<file path="src/rtl/core/dta_pkg.sv">
`default_nettype none
package dta_pkg;

  localparam int MAX_SLOTS          = 256;
  localparam int RESERVED_SLOTS     = 3;
  localparam int SYSTEM_DESCRIPTORS = 1024;

  localparam int SLOT_W    = $clog2(MAX_SLOTS);
  localparam int LIM_W     = SLOT_W + 1;
  localparam int SYS_W     = 11;
  localparam int ROW_W     = 32;
  localparam int ROW_BIT_W = $clog2(ROW_W);
  localparam int ROWS      = MAX_SLOTS / ROW_W;
  localparam int ROW_IDX_W = SLOT_W - ROW_BIT_W;

  typedef logic [2:0]                op_t;
  typedef logic [SLOT_W-1:0]         slot_t;
  typedef logic [LIM_W-1:0]          lim_t;
  typedef logic signed [SYS_W-1:0]   sysd_t;
  typedef logic [1:0]                status_t;
  typedef logic [ROW_W-1:0]          row_t;
  typedef logic [ROW_IDX_W-1:0]      row_idx_t;
  typedef logic [ROW_BIT_W-1:0]      bit_idx_t;

  typedef struct packed {
    logic     found;
    bit_idx_t pos;
  } find_t;

  localparam op_t OP_CHECK      = 3'd0;
  localparam op_t OP_ASSOC      = 3'd1;
  localparam op_t OP_LOOKUP     = 3'd2;
  localparam op_t OP_ALLOC_SPEC = 3'd3;
  localparam op_t OP_FREE       = 3'd4;
  localparam op_t OP_DISASSOC   = 3'd5;
  localparam op_t OP_ALLOC_LOW  = 3'd6;
  localparam op_t OP_ALLOC_BIND = 3'd7;

  localparam status_t STAT_OK   = 2'd0;
  localparam status_t STAT_ERR  = 2'd1;
  localparam status_t STAT_BADF = 2'd2;
  localparam status_t STAT_BUSY = 2'd3;

  localparam sysd_t            SYS_NONE  = sysd_t'(-1);
  localparam logic [SYS_W-1:0] SYS_LIMIT = SYS_W'(SYSTEM_DESCRIPTORS);
  localparam lim_t             LIM_MAX   = LIM_W'(MAX_SLOTS);
  localparam slot_t            SLOT_RES  = SLOT_W'(RESERVED_SLOTS);

endpackage
`default_nettype wire

</file>
<file path="src/rtl/core/dta_in_if.sv">
`default_nettype none
interface dta_in_if;
  import dta_pkg::*;

  logic  valid;
  logic  ready;
  op_t   operation;
  slot_t slot_index;
  sysd_t system_descriptor;
  slot_t minimum_slot;

  modport source (output valid, output operation, output slot_index,
                  output system_descriptor, output minimum_slot, input ready);
  modport sink (input valid, input operation, input slot_index,
                input system_descriptor, input minimum_slot, output ready);
endinterface
`default_nettype wire

</file>
<file path="src/rtl/core/dta_out_if.sv">
`default_nettype none
interface dta_out_if;
  import dta_pkg::*;

  logic    valid;
  logic    ready;
  status_t status;
  sysd_t   descriptor_value;

  modport source (output valid, output status, output descriptor_value, input ready);
  modport sink (input valid, input status, input descriptor_value, output ready);
endinterface
`default_nettype wire

</file>
<file path="src/rtl/core/dta_ram.sv">
`default_nettype none
module dta_ram #(
  parameter int DEPTH = 256,
  parameter int WIDTH = 11
) (
  input  logic                     clk,
  input  logic                     we,
  input  logic [$clog2(DEPTH)-1:0] waddr,
  input  logic [WIDTH-1:0]         wdata,
  input  logic                     re,
  input  logic [$clog2(DEPTH)-1:0] raddr,
  output logic [WIDTH-1:0]         rdata
);

  logic [WIDTH-1:0] mem [DEPTH];
  logic [WIDTH-1:0] rdata_r;

  always_ff @(posedge clk) begin
    if (we) begin
      mem[waddr] <= wdata;
    end
  end

  always_ff @(posedge clk) begin
    if (re) begin
      rdata_r <= mem[raddr];
    end
  end

  assign rdata = rdata_r;

endmodule
`default_nettype wire

</file>
<file path="src/rtl/core/dta_row_find.sv">
`default_nettype none
module dta_row_find (
  input  dta_pkg::row_t     row_bits,
  input  dta_pkg::row_idx_t row_idx,
  input  dta_pkg::slot_t    min_slot,
  input  dta_pkg::lim_t     lim,
  output dta_pkg::find_t    res
);
  import dta_pkg::*;

  row_t cand;

  // A slot is a candidate when it is free, not below the minimum and below the limit.
  always_comb begin
    for (int i = 0; i < ROW_W; i++) begin
      cand[i] = !row_bits[i]
                && ({1'b0, row_idx, bit_idx_t'(i)} >= {1'b0, min_slot})
                && ({1'b0, row_idx, bit_idx_t'(i)} < lim);
    end
  end

  always_comb begin
    res.found = |cand;
    res.pos   = '0;
    for (int i = ROW_W - 1; i >= 0; i--) begin
      if (cand[i]) begin
        res.pos = bit_idx_t'(i);
      end
    end
  end

endmodule
`default_nettype wire

</file>
<file path="src/rtl/core/descriptor_table_allocator_core.sv">
// Slot operations (check, bind, lookup, occupy, free, unbind) read the binding
// and bitmap memories in the transfer cycle; in the execute state, once the output
// register is free, they write back and load the result into the output register.
// Lowest-free allocation scans one 32-slot bitmap row per cycle, from the row of the
// effective minimum slot up to the last row below the limit. Synchronous active-low reset
// clears the per-row and per-slot valid flags, so all slots read free and unbound.
`default_nettype none
module descriptor_table_allocator_core (
  input  logic          clk,
  input  logic          rst_n,
  input  logic          cfg_we,
  input  dta_pkg::lim_t cfg_wdata,
  dta_in_if.sink        in_ch,
  dta_out_if.source     out_ch
);
  import dta_pkg::*;

  localparam logic [1:0] S_IDLE = 2'd0;
  localparam logic [1:0] S_EXEC = 2'd1;
  localparam logic [1:0] S_SCAN = 2'd2;

  logic [1:0] state_r, state_nxt;
  op_t        op_r;
  slot_t      slot_r;
  sysd_t      sys_r;
  slot_t      min_r;
  row_idx_t   row_r, row_nxt;
  lim_t       slots_r;

  logic       out_valid_r;
  status_t    out_status_r;
  sysd_t      out_value_r;

  logic [MAX_SLOTS-1:0] bindv_r;
  logic [ROWS-1:0]      rowv_r;
  logic                 bindv_q_r;
  logic                 rowv_q_r;

  logic       acc;
  logic       alloc_in;
  slot_t      min_eff_in;
  lim_t       lim;
  lim_t       lim_m1;
  row_idx_t   last_row;
  logic       slot_valid;
  logic       sys_ok;
  logic       out_free;

  logic       b_we;
  slot_t      b_waddr;
  sysd_t      b_wdata;
  sysd_t      b_q;
  sysd_t      bd;

  logic       r_we;
  logic       r_re;
  row_idx_t   r_raddr;
  row_t       r_wdata;
  row_t       r_q;
  row_t       rowd;
  row_t       slot_bit;
  logic       occ;
  find_t      fnd;
  slot_t      fnd_slot;
  logic       scan_adv;

  logic       res_load;
  status_t    res_status;
  sysd_t      res_value;

  assign acc        = in_ch.valid && in_ch.ready;
  assign in_ch.ready = (state_r == S_IDLE);
  assign alloc_in   = (in_ch.operation == OP_ALLOC_LOW) || (in_ch.operation == OP_ALLOC_BIND);
  assign min_eff_in = (in_ch.minimum_slot < SLOT_RES) ? SLOT_RES : in_ch.minimum_slot;

  assign lim        = (slots_r > LIM_MAX) ? LIM_MAX : slots_r;
  assign lim_m1     = lim - LIM_W'(1);
  assign last_row   = lim_m1[SLOT_W-1:ROW_BIT_W];
  assign slot_valid = ({1'b0, slot_r} < lim);
  assign sys_ok     = !sys_r[SYS_W-1] && ($unsigned(sys_r) < SYS_LIMIT);
  assign out_free   = !out_valid_r || out_ch.ready;

  assign r_re    = acc || scan_adv;
  assign r_raddr = (state_r == S_IDLE)
                   ? (alloc_in ? min_eff_in[SLOT_W-1:ROW_BIT_W]
                               : in_ch.slot_index[SLOT_W-1:ROW_BIT_W])
                   : row_r + ROW_IDX_W'(1);

  dta_ram #(.DEPTH(MAX_SLOTS), .WIDTH(SYS_W)) u_bind_ram (
    .clk   (clk),
    .we    (b_we),
    .waddr (b_waddr),
    .wdata (b_wdata),
    .re    (acc),
    .raddr (in_ch.slot_index),
    .rdata (b_q)
  );

  dta_ram #(.DEPTH(ROWS), .WIDTH(ROW_W)) u_bitmap_ram (
    .clk   (clk),
    .we    (r_we),
    .waddr (row_r),
    .wdata (r_wdata),
    .re    (r_re),
    .raddr (r_raddr),
    .rdata (r_q)
  );

  assign bd       = bindv_q_r ? b_q : SYS_NONE;
  assign rowd     = rowv_q_r ? r_q : '0;
  assign slot_bit = ROW_W'(1) << slot_r[ROW_BIT_W-1:0];
  assign occ      = rowd[slot_r[ROW_BIT_W-1:0]];

  dta_row_find u_row_find (
    .row_bits (rowd),
    .row_idx  (row_r),
    .min_slot (min_r),
    .lim      (lim),
    .res      (fnd)
  );

  assign fnd_slot = {row_r, fnd.pos};

  always_comb begin
    state_nxt  = state_r;
    row_nxt    = row_r;
    b_we       = 1'b0;
    b_waddr    = slot_r;
    b_wdata    = SYS_NONE;
    r_we       = 1'b0;
    r_wdata    = rowd;
    scan_adv   = 1'b0;
    res_load   = 1'b0;
    res_status = STAT_ERR;
    res_value  = SYS_NONE;
    case (state_r)
      S_IDLE: begin
        if (acc) begin
          state_nxt = alloc_in ? S_SCAN : S_EXEC;
          row_nxt   = r_raddr;
        end
      end
      S_EXEC: begin
        if (out_free) begin
          res_load  = 1'b1;
          state_nxt = S_IDLE;
          case (op_r)
            OP_CHECK: begin
              if (slot_valid) begin
                res_status = STAT_OK;
              end
            end
            OP_ASSOC: begin
              if (slot_valid && sys_ok) begin
                b_we       = 1'b1;
                b_wdata    = sys_r;
                res_status = STAT_OK;
                res_value  = sys_r;
              end
            end
            OP_LOOKUP: begin
              if (slot_valid && !bd[SYS_W-1]) begin
                res_status = STAT_OK;
                res_value  = bd;
              end
            end
            OP_ALLOC_SPEC: begin
              if (!slot_valid) begin
                res_status = STAT_BADF;
              end else if (!bd[SYS_W-1]) begin
                b_we       = 1'b1;
                res_status = STAT_OK;
              end else if (occ) begin
                res_status = STAT_BUSY;
              end else begin
                r_we       = 1'b1;
                r_wdata    = rowd | slot_bit;
                res_status = STAT_OK;
              end
            end
            OP_FREE: begin
              if (slot_valid) begin
                b_we       = 1'b1;
                r_we       = 1'b1;
                r_wdata    = rowd & ~slot_bit;
                res_status = STAT_OK;
              end
            end
            OP_DISASSOC: begin
              if (slot_valid && !bd[SYS_W-1]) begin
                b_we       = (slot_r >= SLOT_RES);
                res_status = STAT_OK;
                res_value  = bd;
              end
            end
            default: begin
              res_status = STAT_ERR;
            end
          endcase
        end
      end
      S_SCAN: begin
        if (fnd.found) begin
          if (out_free) begin
            res_load   = 1'b1;
            state_nxt  = S_IDLE;
            r_we       = 1'b1;
            r_wdata    = rowd | (ROW_W'(1) << fnd.pos);
            b_we       = (op_r == OP_ALLOC_BIND);
            b_waddr    = fnd_slot;
            b_wdata    = sys_ok ? sys_r : SYS_NONE;
            res_status = STAT_OK;
            res_value  = sysd_t'({{(SYS_W-SLOT_W){1'b0}}, fnd_slot});
          end
        end else if ((row_r == last_row) || ({1'b0, min_r} >= lim)) begin
          if (out_free) begin
            res_load  = 1'b1;
            state_nxt = S_IDLE;
          end
        end else begin
          scan_adv = 1'b1;
          row_nxt  = row_r + ROW_IDX_W'(1);
        end
      end
      default: begin
        state_nxt = S_IDLE;
      end
    endcase
  end

  always_ff @(posedge clk) begin
    if (!rst_n) begin
      state_r     <= S_IDLE;
      slots_r     <= LIM_W'(256);
      out_valid_r <= 1'b0;
      bindv_r     <= '0;
      rowv_r      <= '0;
    end else begin
      state_r <= state_nxt;
      if (cfg_we) begin
        slots_r <= cfg_wdata;
      end
      if (res_load) begin
        out_valid_r <= 1'b1;
      end else if (out_ch.ready) begin
        out_valid_r <= 1'b0;
      end
      if (b_we) begin
        bindv_r[b_waddr] <= 1'b1;
      end
      if (r_we) begin
        rowv_r[row_r] <= 1'b1;
      end
    end
  end

  always_ff @(posedge clk) begin
    row_r <= row_nxt;
    if (acc) begin
      op_r      <= in_ch.operation;
      slot_r    <= in_ch.slot_index;
      sys_r     <= in_ch.system_descriptor;
      min_r     <= min_eff_in;
      bindv_q_r <= bindv_r[in_ch.slot_index];
    end
    if (r_re) begin
      rowv_q_r <= rowv_r[r_raddr];
    end
    if (res_load) begin
      out_status_r <= res_status;
      out_value_r  <= res_value;
    end
  end

  assign out_ch.valid            = out_valid_r;
  assign out_ch.status           = out_status_r;
  assign out_ch.descriptor_value = out_value_r;

  a_busy_after_transfer: assert property (@(posedge clk) disable iff (!rst_n)
    acc |=> (state_r != S_IDLE))
    else $error("Engine did not leave idle after an input transfer.");

  a_scan_in_range: assert property (@(posedge clk) disable iff (!rst_n)
    (state_r == S_SCAN) |-> ((row_r <= last_row) || ({1'b0, min_r} >= lim)))
    else $error("Bitmap scan went past the last valid row.");

  a_error_value: assert property (@(posedge clk) disable iff (!rst_n)
    (res_load && (res_status != STAT_OK)) |-> (res_value == SYS_NONE))
    else $error("An error result carries a value other than none.");

  a_alloc_above_reserved: assert property (@(posedge clk) disable iff (!rst_n)
    (res_load && (res_status == STAT_OK) && (state_r == S_SCAN))
      |-> (!res_value[SYS_W-1] && (res_value >= SYS_W'(RESERVED_SLOTS))))
    else $error("Allocated slot lies in the reserved range.");

  a_badf_only_specified: assert property (@(posedge clk) disable iff (!rst_n)
    (res_load && (res_status == STAT_BADF)) |-> (op_r == OP_ALLOC_SPEC))
    else $error("Bad descriptor status from an operation other than alloc specified.");

endmodule
`default_nettype wire

</file>
<file path="src/flat_wrapper.sv">
// flat-port wrapper written by rule: the top's interface ports become plain ports
module descriptor_table_allocator_core_flat import dta_pkg::*;
  (clk, rst_n, cfg_we, cfg_wdata, in_ch_valid, in_ch_operation, in_ch_slot_index, in_ch_system_descriptor, in_ch_minimum_slot, in_ch_ready, out_ch_valid, out_ch_status, out_ch_descriptor_value, out_ch_ready);
  dta_in_if in_ch_i ();
  dta_out_if out_ch_i ();
  input  logic clk;
  input  logic rst_n;
  input  logic cfg_we;
  input  dta_pkg::lim_t cfg_wdata;
  input wire logic [$bits(in_ch_i.valid)-1:0] in_ch_valid;
  input wire logic [$bits(in_ch_i.operation)-1:0] in_ch_operation;
  input wire logic [$bits(in_ch_i.slot_index)-1:0] in_ch_slot_index;
  input wire logic [$bits(in_ch_i.system_descriptor)-1:0] in_ch_system_descriptor;
  input wire logic [$bits(in_ch_i.minimum_slot)-1:0] in_ch_minimum_slot;
  output wire logic [$bits(in_ch_i.ready)-1:0] in_ch_ready;
  output wire logic [$bits(out_ch_i.valid)-1:0] out_ch_valid;
  output wire logic [$bits(out_ch_i.status)-1:0] out_ch_status;
  output wire logic [$bits(out_ch_i.descriptor_value)-1:0] out_ch_descriptor_value;
  input wire logic [$bits(out_ch_i.ready)-1:0] out_ch_ready;
  assign in_ch_i.valid = in_ch_valid;
  assign in_ch_i.operation = in_ch_operation;
  assign in_ch_i.slot_index = in_ch_slot_index;
  assign in_ch_i.system_descriptor = in_ch_system_descriptor;
  assign in_ch_i.minimum_slot = in_ch_minimum_slot;
  assign in_ch_ready = in_ch_i.ready;
  assign out_ch_valid = out_ch_i.valid;
  assign out_ch_status = out_ch_i.status;
  assign out_ch_descriptor_value = out_ch_i.descriptor_value;
  assign out_ch_i.ready = out_ch_ready;
  descriptor_table_allocator_core u_core (.clk(clk), .rst_n(rst_n), .cfg_we(cfg_we), .cfg_wdata(cfg_wdata), .in_ch(in_ch_i), .out_ch(out_ch_i));
endmodule
</file>
<file path="config.mk">
export PLATFORM = sky130hd
export DESIGN_NAME = descriptor_table_allocator_core_flat
export DESIGN_NICKNAME = d
export VERILOG_FILES = /design/src/rtl/core/dta_pkg.sv /design/src/rtl/core/dta_in_if.sv /design/src/rtl/core/dta_out_if.sv /design/src/rtl/core/dta_ram.sv /design/src/rtl/core/dta_row_find.sv /design/src/rtl/core/descriptor_table_allocator_core.sv /design/src/flat_wrapper.sv
export SDC_FILE = /design/constraint.sdc
export NUM_CORES = 2
export LEC_CHECK = 0
export BUFFER_PORTS_ARGS = -buffer_cell sky130_fd_sc_hd__buf_2
export CAP_MARGIN = 10
export CORE_ASPECT_RATIO = 1.2
export CORE_MARGIN = 2
export CORE_UTILIZATION = 40
export DETAILED_ROUTE_END_ITERATION = 10
export GPL_ROUTABILITY_DRIVEN = 0
export GPL_TIMING_DRIVEN = 0
export PLACE_DENSITY_LB_ADDON = 0.15
export SYNTH_ARGS = -nofsm -noshare
export SYNTH_HDL_FRONTEND = slang
export SYNTH_SLANG_ARGS = --single-unit
</file>
<file path="constraint.sdc">
create_clock -name clk -period 15.6 [get_ports clk]
set_clock_uncertainty 0.1 [all_clocks]
set_input_delay 2.34 -clock clk [delete_from_list [all_inputs] [get_ports clk]]
set_output_delay 2.34 -clock clk [all_outputs]
set_load 0.01 [all_outputs]
</file>
==> qor.csv <==
stage;metric;value;unit
status;outcome;finished clean;
global_routing;pin count of the biggest net entering global routing;94;
global_routing;GR Layer Usage met3;4.95;%
global_routing;grt peak-use layer;met2;
synthesis;Synth Flop Type;edfxtp_1;
clock_network;clock-pin slew on the worst setup and hold paths;0.06;ns
synthesis;Commonest cells post-synth;3,163 x edfxtp_1, 1,028 x mux4_2, 599 x nand2_1;
synthesis;cell area after synthesis;139000;um2
flow_run;Max Cap Violations;0;
place;Detail Placement HPWL;319;mm
power_and_ir_drop;Reg power frac;49.2;%
clock_network;worst skew pair latency;0.95;ns
worst_setup_path;Critical Path Start Type;flip-flop;
place;Placed Area;150000;um2
synthesis;Synthesized Nets;7175;
worst_setup_path;Max FO, Critical Path;11;
sta;final worst setup slack;7.19;ns
global_routing;met1 Use GR;32.3;%
sta;Pins Over Slew Limit;0;
finish;Finished Layout Cells;12600;
worst_setup_path;r2r endpoint;u_core.u_bind_ram.mem[155][7];
global_routing;first-pass GRT wire length;619;mm
worst_setup_path;reg-to-reg slack, setup;7.19;ns
clock_network;clk buf depth;4;
floorplan;Initial Utilization;40.2;%
synthesis;most frequent cell after synthesis;edfxtp_1;
floorplan;Chip Width;542;um
min_path;worst hold path depth;2;
clock_network;post-CTS setup buffer count;0;
sta;worst hold margin;0.349;ns
place;IO buf count;57;
worst_setup_path;R2R Path Start;u_core.slots_r[8];
routing;total number of vias;76600;
sta;Final Critical Period;8.41;ns
synthesis;Synth area leaders;edfxtp_1 68%, mux4_2 17%, dfxtp_1 4.0%;
synthesis;Synth Register Bits;3439;
sta;RSZ-0062 raised after global routing;false;
floorplan;die height;650;um
routing;Routed WL;450;mm
sta;Fin. Hold Viols;0;
min_path;worst hold-check path type;reg2reg;
sta;setup TNS;0;ns
synthesis;Unique masters post-synth;107;
power_and_ir_drop;Pwr Total;21.3;mW
worst_setup_path;Setup CP Type;reg2reg;
worst_setup_path;Worst Path Required;16.06;ns
clock_network;H-tree Lvls;5;
finish;final instance area;162000;um2
finish;nets;7863;
floorplan;standard-cell rows;237;
floorplan;Core Area;347000;um2
finish;Core Util, Final;46.6;%
global_routing;GRT Util Overall;25.2;%
place;Place WS;7.25;ns
sta;Slew @ Worst Pin;1.48;ns
routing;iteration count of the initial detailed-routing pass;7;
power_and_ir_drop;Pint;15.8;mW
finish;fraction of layout cells with a size suffix above 1;30.6;%
routing;Wirelength per Cell;35.6;um
sta;Rel. slew slack;1.22;%
global_routing;initial antenna violation count;22;
power_and_ir_drop;sw frac;25.8;%
synthesis;post-synth top area cell;edfxtp_1;
power_and_ir_drop;combinational power share;11.2;%
clock_network;post-CTS sizing;0;
clock_network;CTS sink count;3439;
worst_setup_path;Worst setup EP type;flip-flop;
power_and_ir_drop;PwrDens;132;nW/um2
power_and_ir_drop;net switching power;5.49;mW
routing;DR DRC count;0;
place;placed cell count;12000;
worst_setup_path;R2R depth;19;
min_path;Worst Hold Path EP;u_core.bindv_r[9];
clock_network;Inserted Clock Buffers;352;
routing;drt initial violations;9906;
global_routing;met2 Use GR;41.4;%
finish;Multi-input gate area;37100;um2
global_routing;number of global-route vias before repair;76700;
clock_network;Post-CTS Hold Buffers;0;
finish;area growth from synthesis to layout;16.1;%
synthesis;ys async rst share;0;%
synthesis;Mapped Cells;7104;
routing;Final ANT Viol Nets;0;
floorplan;die area;353000;um2
clock_network;CTS tree;yes;
sta;Final setup viols;0;
clock_network;Root Driver;clkbuf_16;
sta;fmax;0.119;GHz
synthesis;YS warnings;0;
sta;Period Utilization, post-route;53.9;%
finish;register area;101000;um2
routing;via/cell ratio;6.06;
synthesis;Synth Area per Inst;19.6;um2
min_path;Hold Startpoint;u_core.bindv_r[9];
synthesis;EDFF count, synth;3163;
power_and_ir_drop;clock power share;39.5;%
power_and_ir_drop;Leakage Power;50.4;nW
worst_setup_path;worst endpoint data arrival time;8.88;ns
finish;Fill cells;29000;
synthesis;area share of the largest cell type after synthesis;68.2;%
global_routing;GRT Residual Overflow;0;
power_and_ir_drop;peak supply drop;0.0810;mV
floorplan;# IOs;59;
synthesis;register area share after synthesis;72.2;%
-- registers in the layout, summed over array words and instances, names as in the netlist, 9 cells and up --
register	cells
u_core.slots_r	9
u_core.bindv_r	256
u_core.u_bitmap_ram.mem	256
u_core.sys_r	11
u_core.u_bitmap_ram.rdata	32
u_core.u_bind_ram.rdata	11
u_core.u_bind_ram.mem	2816
u_core.out_ch.descriptor_value	11
-- layout make-up --
class / count / area share (%)
Inverter: 27 / 0.0627
Sequential cell: 3439 / 62.2
Clock buffer: 439 / 5.77
Multi-Input combinational cell: 3092 / 23.0
Timing Repair Buffer: 334 / 2.65
Antenna cell: 8 / 0.0124
Clock inverter: 213 / 1.29
Tap cell: 4541 / 3.52
Buffer: 546 / 1.52
-- power by group through the flow --
stage | combinational [mW] | sequential (mW) | clock [mW]
after CTS | 2.35 | 10.5 | 8.54
after global routing | 2.48 | 10.5 | 8.88
after floorplan | 1.16 | 10.7 | 0
final | 2.39 | 10.5 | 8.41
after global placement | 2.15 | 10.9 | 0
after detailed placement | 2.35 | 10.7 | 0
-- worst max-delay path by stage --
stage | end | depth (start not counted) | slack [ns] | startpoint
after detailed placement | u_core.u_bind_ram.rdata[2] | 9 | 7.25 | in_ch_slot_index[0]
final | u_core.u_bind_ram.mem[155][7] | 19 | 7.19 | u_core.slots_r[8]
after floorplan | u_core.u_bind_ram.mem[0][0] | 18 | 4.14 | u_core.slots_r[8]
after global routing | u_core.u_bind_ram.mem[155][8] | 19 | 7.13 | u_core.slots_r[8]
after global placement | u_core.u_bind_ram.mem[252][4] | 18 | -5.50 | u_core.slots_r[8]
after CTS | u_core.u_bind_ram.mem[155][7] | 19 | 7.67 | u_core.slots_r[8]
-- routing by layer --
layer,wire length [um],part of all wire (%)
met5,44,0.0098
met2,218000,49
met3,35500,7.9
met4,24300,5.4
met1,172000,38
-- cell usage in the layout, fill, tap and decap left out, types with 15 or more instances in the layout --
| cell | n |
|---|---|
| and2_1 | 16 |
| ha_1 | 27 |
| nor3_1 | 20 |
| edfxtp_1 | 3163 |
| clkbuf_2 | 27 |
| nor2b_1 | 15 |
| buf_16 | 43 |
| clkbuf_16 | 355 |
| nand2_1 | 598 |
| clkinvlp_4 | 18 |
| mux2i_1 | 21 |
| buf_4 | 35 |
| a21oi_1 | 70 |
| buf_8 | 44 |
| inv_1 | 25 |
| dfxtp_1 | 276 |
| o31ai_1 | 81 |
| clkbuf_1 | 363 |
| a32o_1 | 72 |
| buf_1 | 57 |
| a21o_1 | 15 |
| bufinv_16 | 26 |
| a31oi_1 | 17 |
| o21ai_0 | 85 |
| o41ai_2 | 76 |
| nor3_2 | 234 |
| clkinv_2 | 75 |
| o21a_1 | 16 |
| buf_6 | 169 |
| mux4_2 | 1028 |
| nor2_1 | 113 |
| buf_2 | 196 |
| nand2b_1 | 25 |
| nand4_1 | 22 |
| o41ai_1 | 42 |
| nand3_1 | 200 |
| a211oi_1 | 15 |
| clkinv_1 | 67 |
-- critical path: stages (launching register included) --
cell and delay, ns:
dfxtp_1 0.34, buf_2 0.19, buf_2 0.26, clkbuf_1 0.48, nor2b_1 0.23, inv_1 0.24, ha_1 0.38, a211oi_4 0.42
nor2_2 0.19, a211oi_1 0.91, o21bai_4 0.32, nor4b_4 0.12, and3_1 0.18, buf_4 0.18, a21oi_2 0.26, buf_6 0.18
mux2i_1 0.66, a22oi_1 0.65, clkbuf_1 0.72, nor3_2 0.95
-- cells by family after synthesis --
logic type	Yosys count	synth area share, %
muxes	1053	16.8
AOI/OAI and AO/OA	673	4.23
buffers and inverters	573	1.80
xor gates and xnor gates	4	0.0252
and+or+nand+nor	1335	4.67
adders and majority gates	27	0.243
DFF	3439	72.2
No activity file was read; power rests on OpenSTA's default activity.
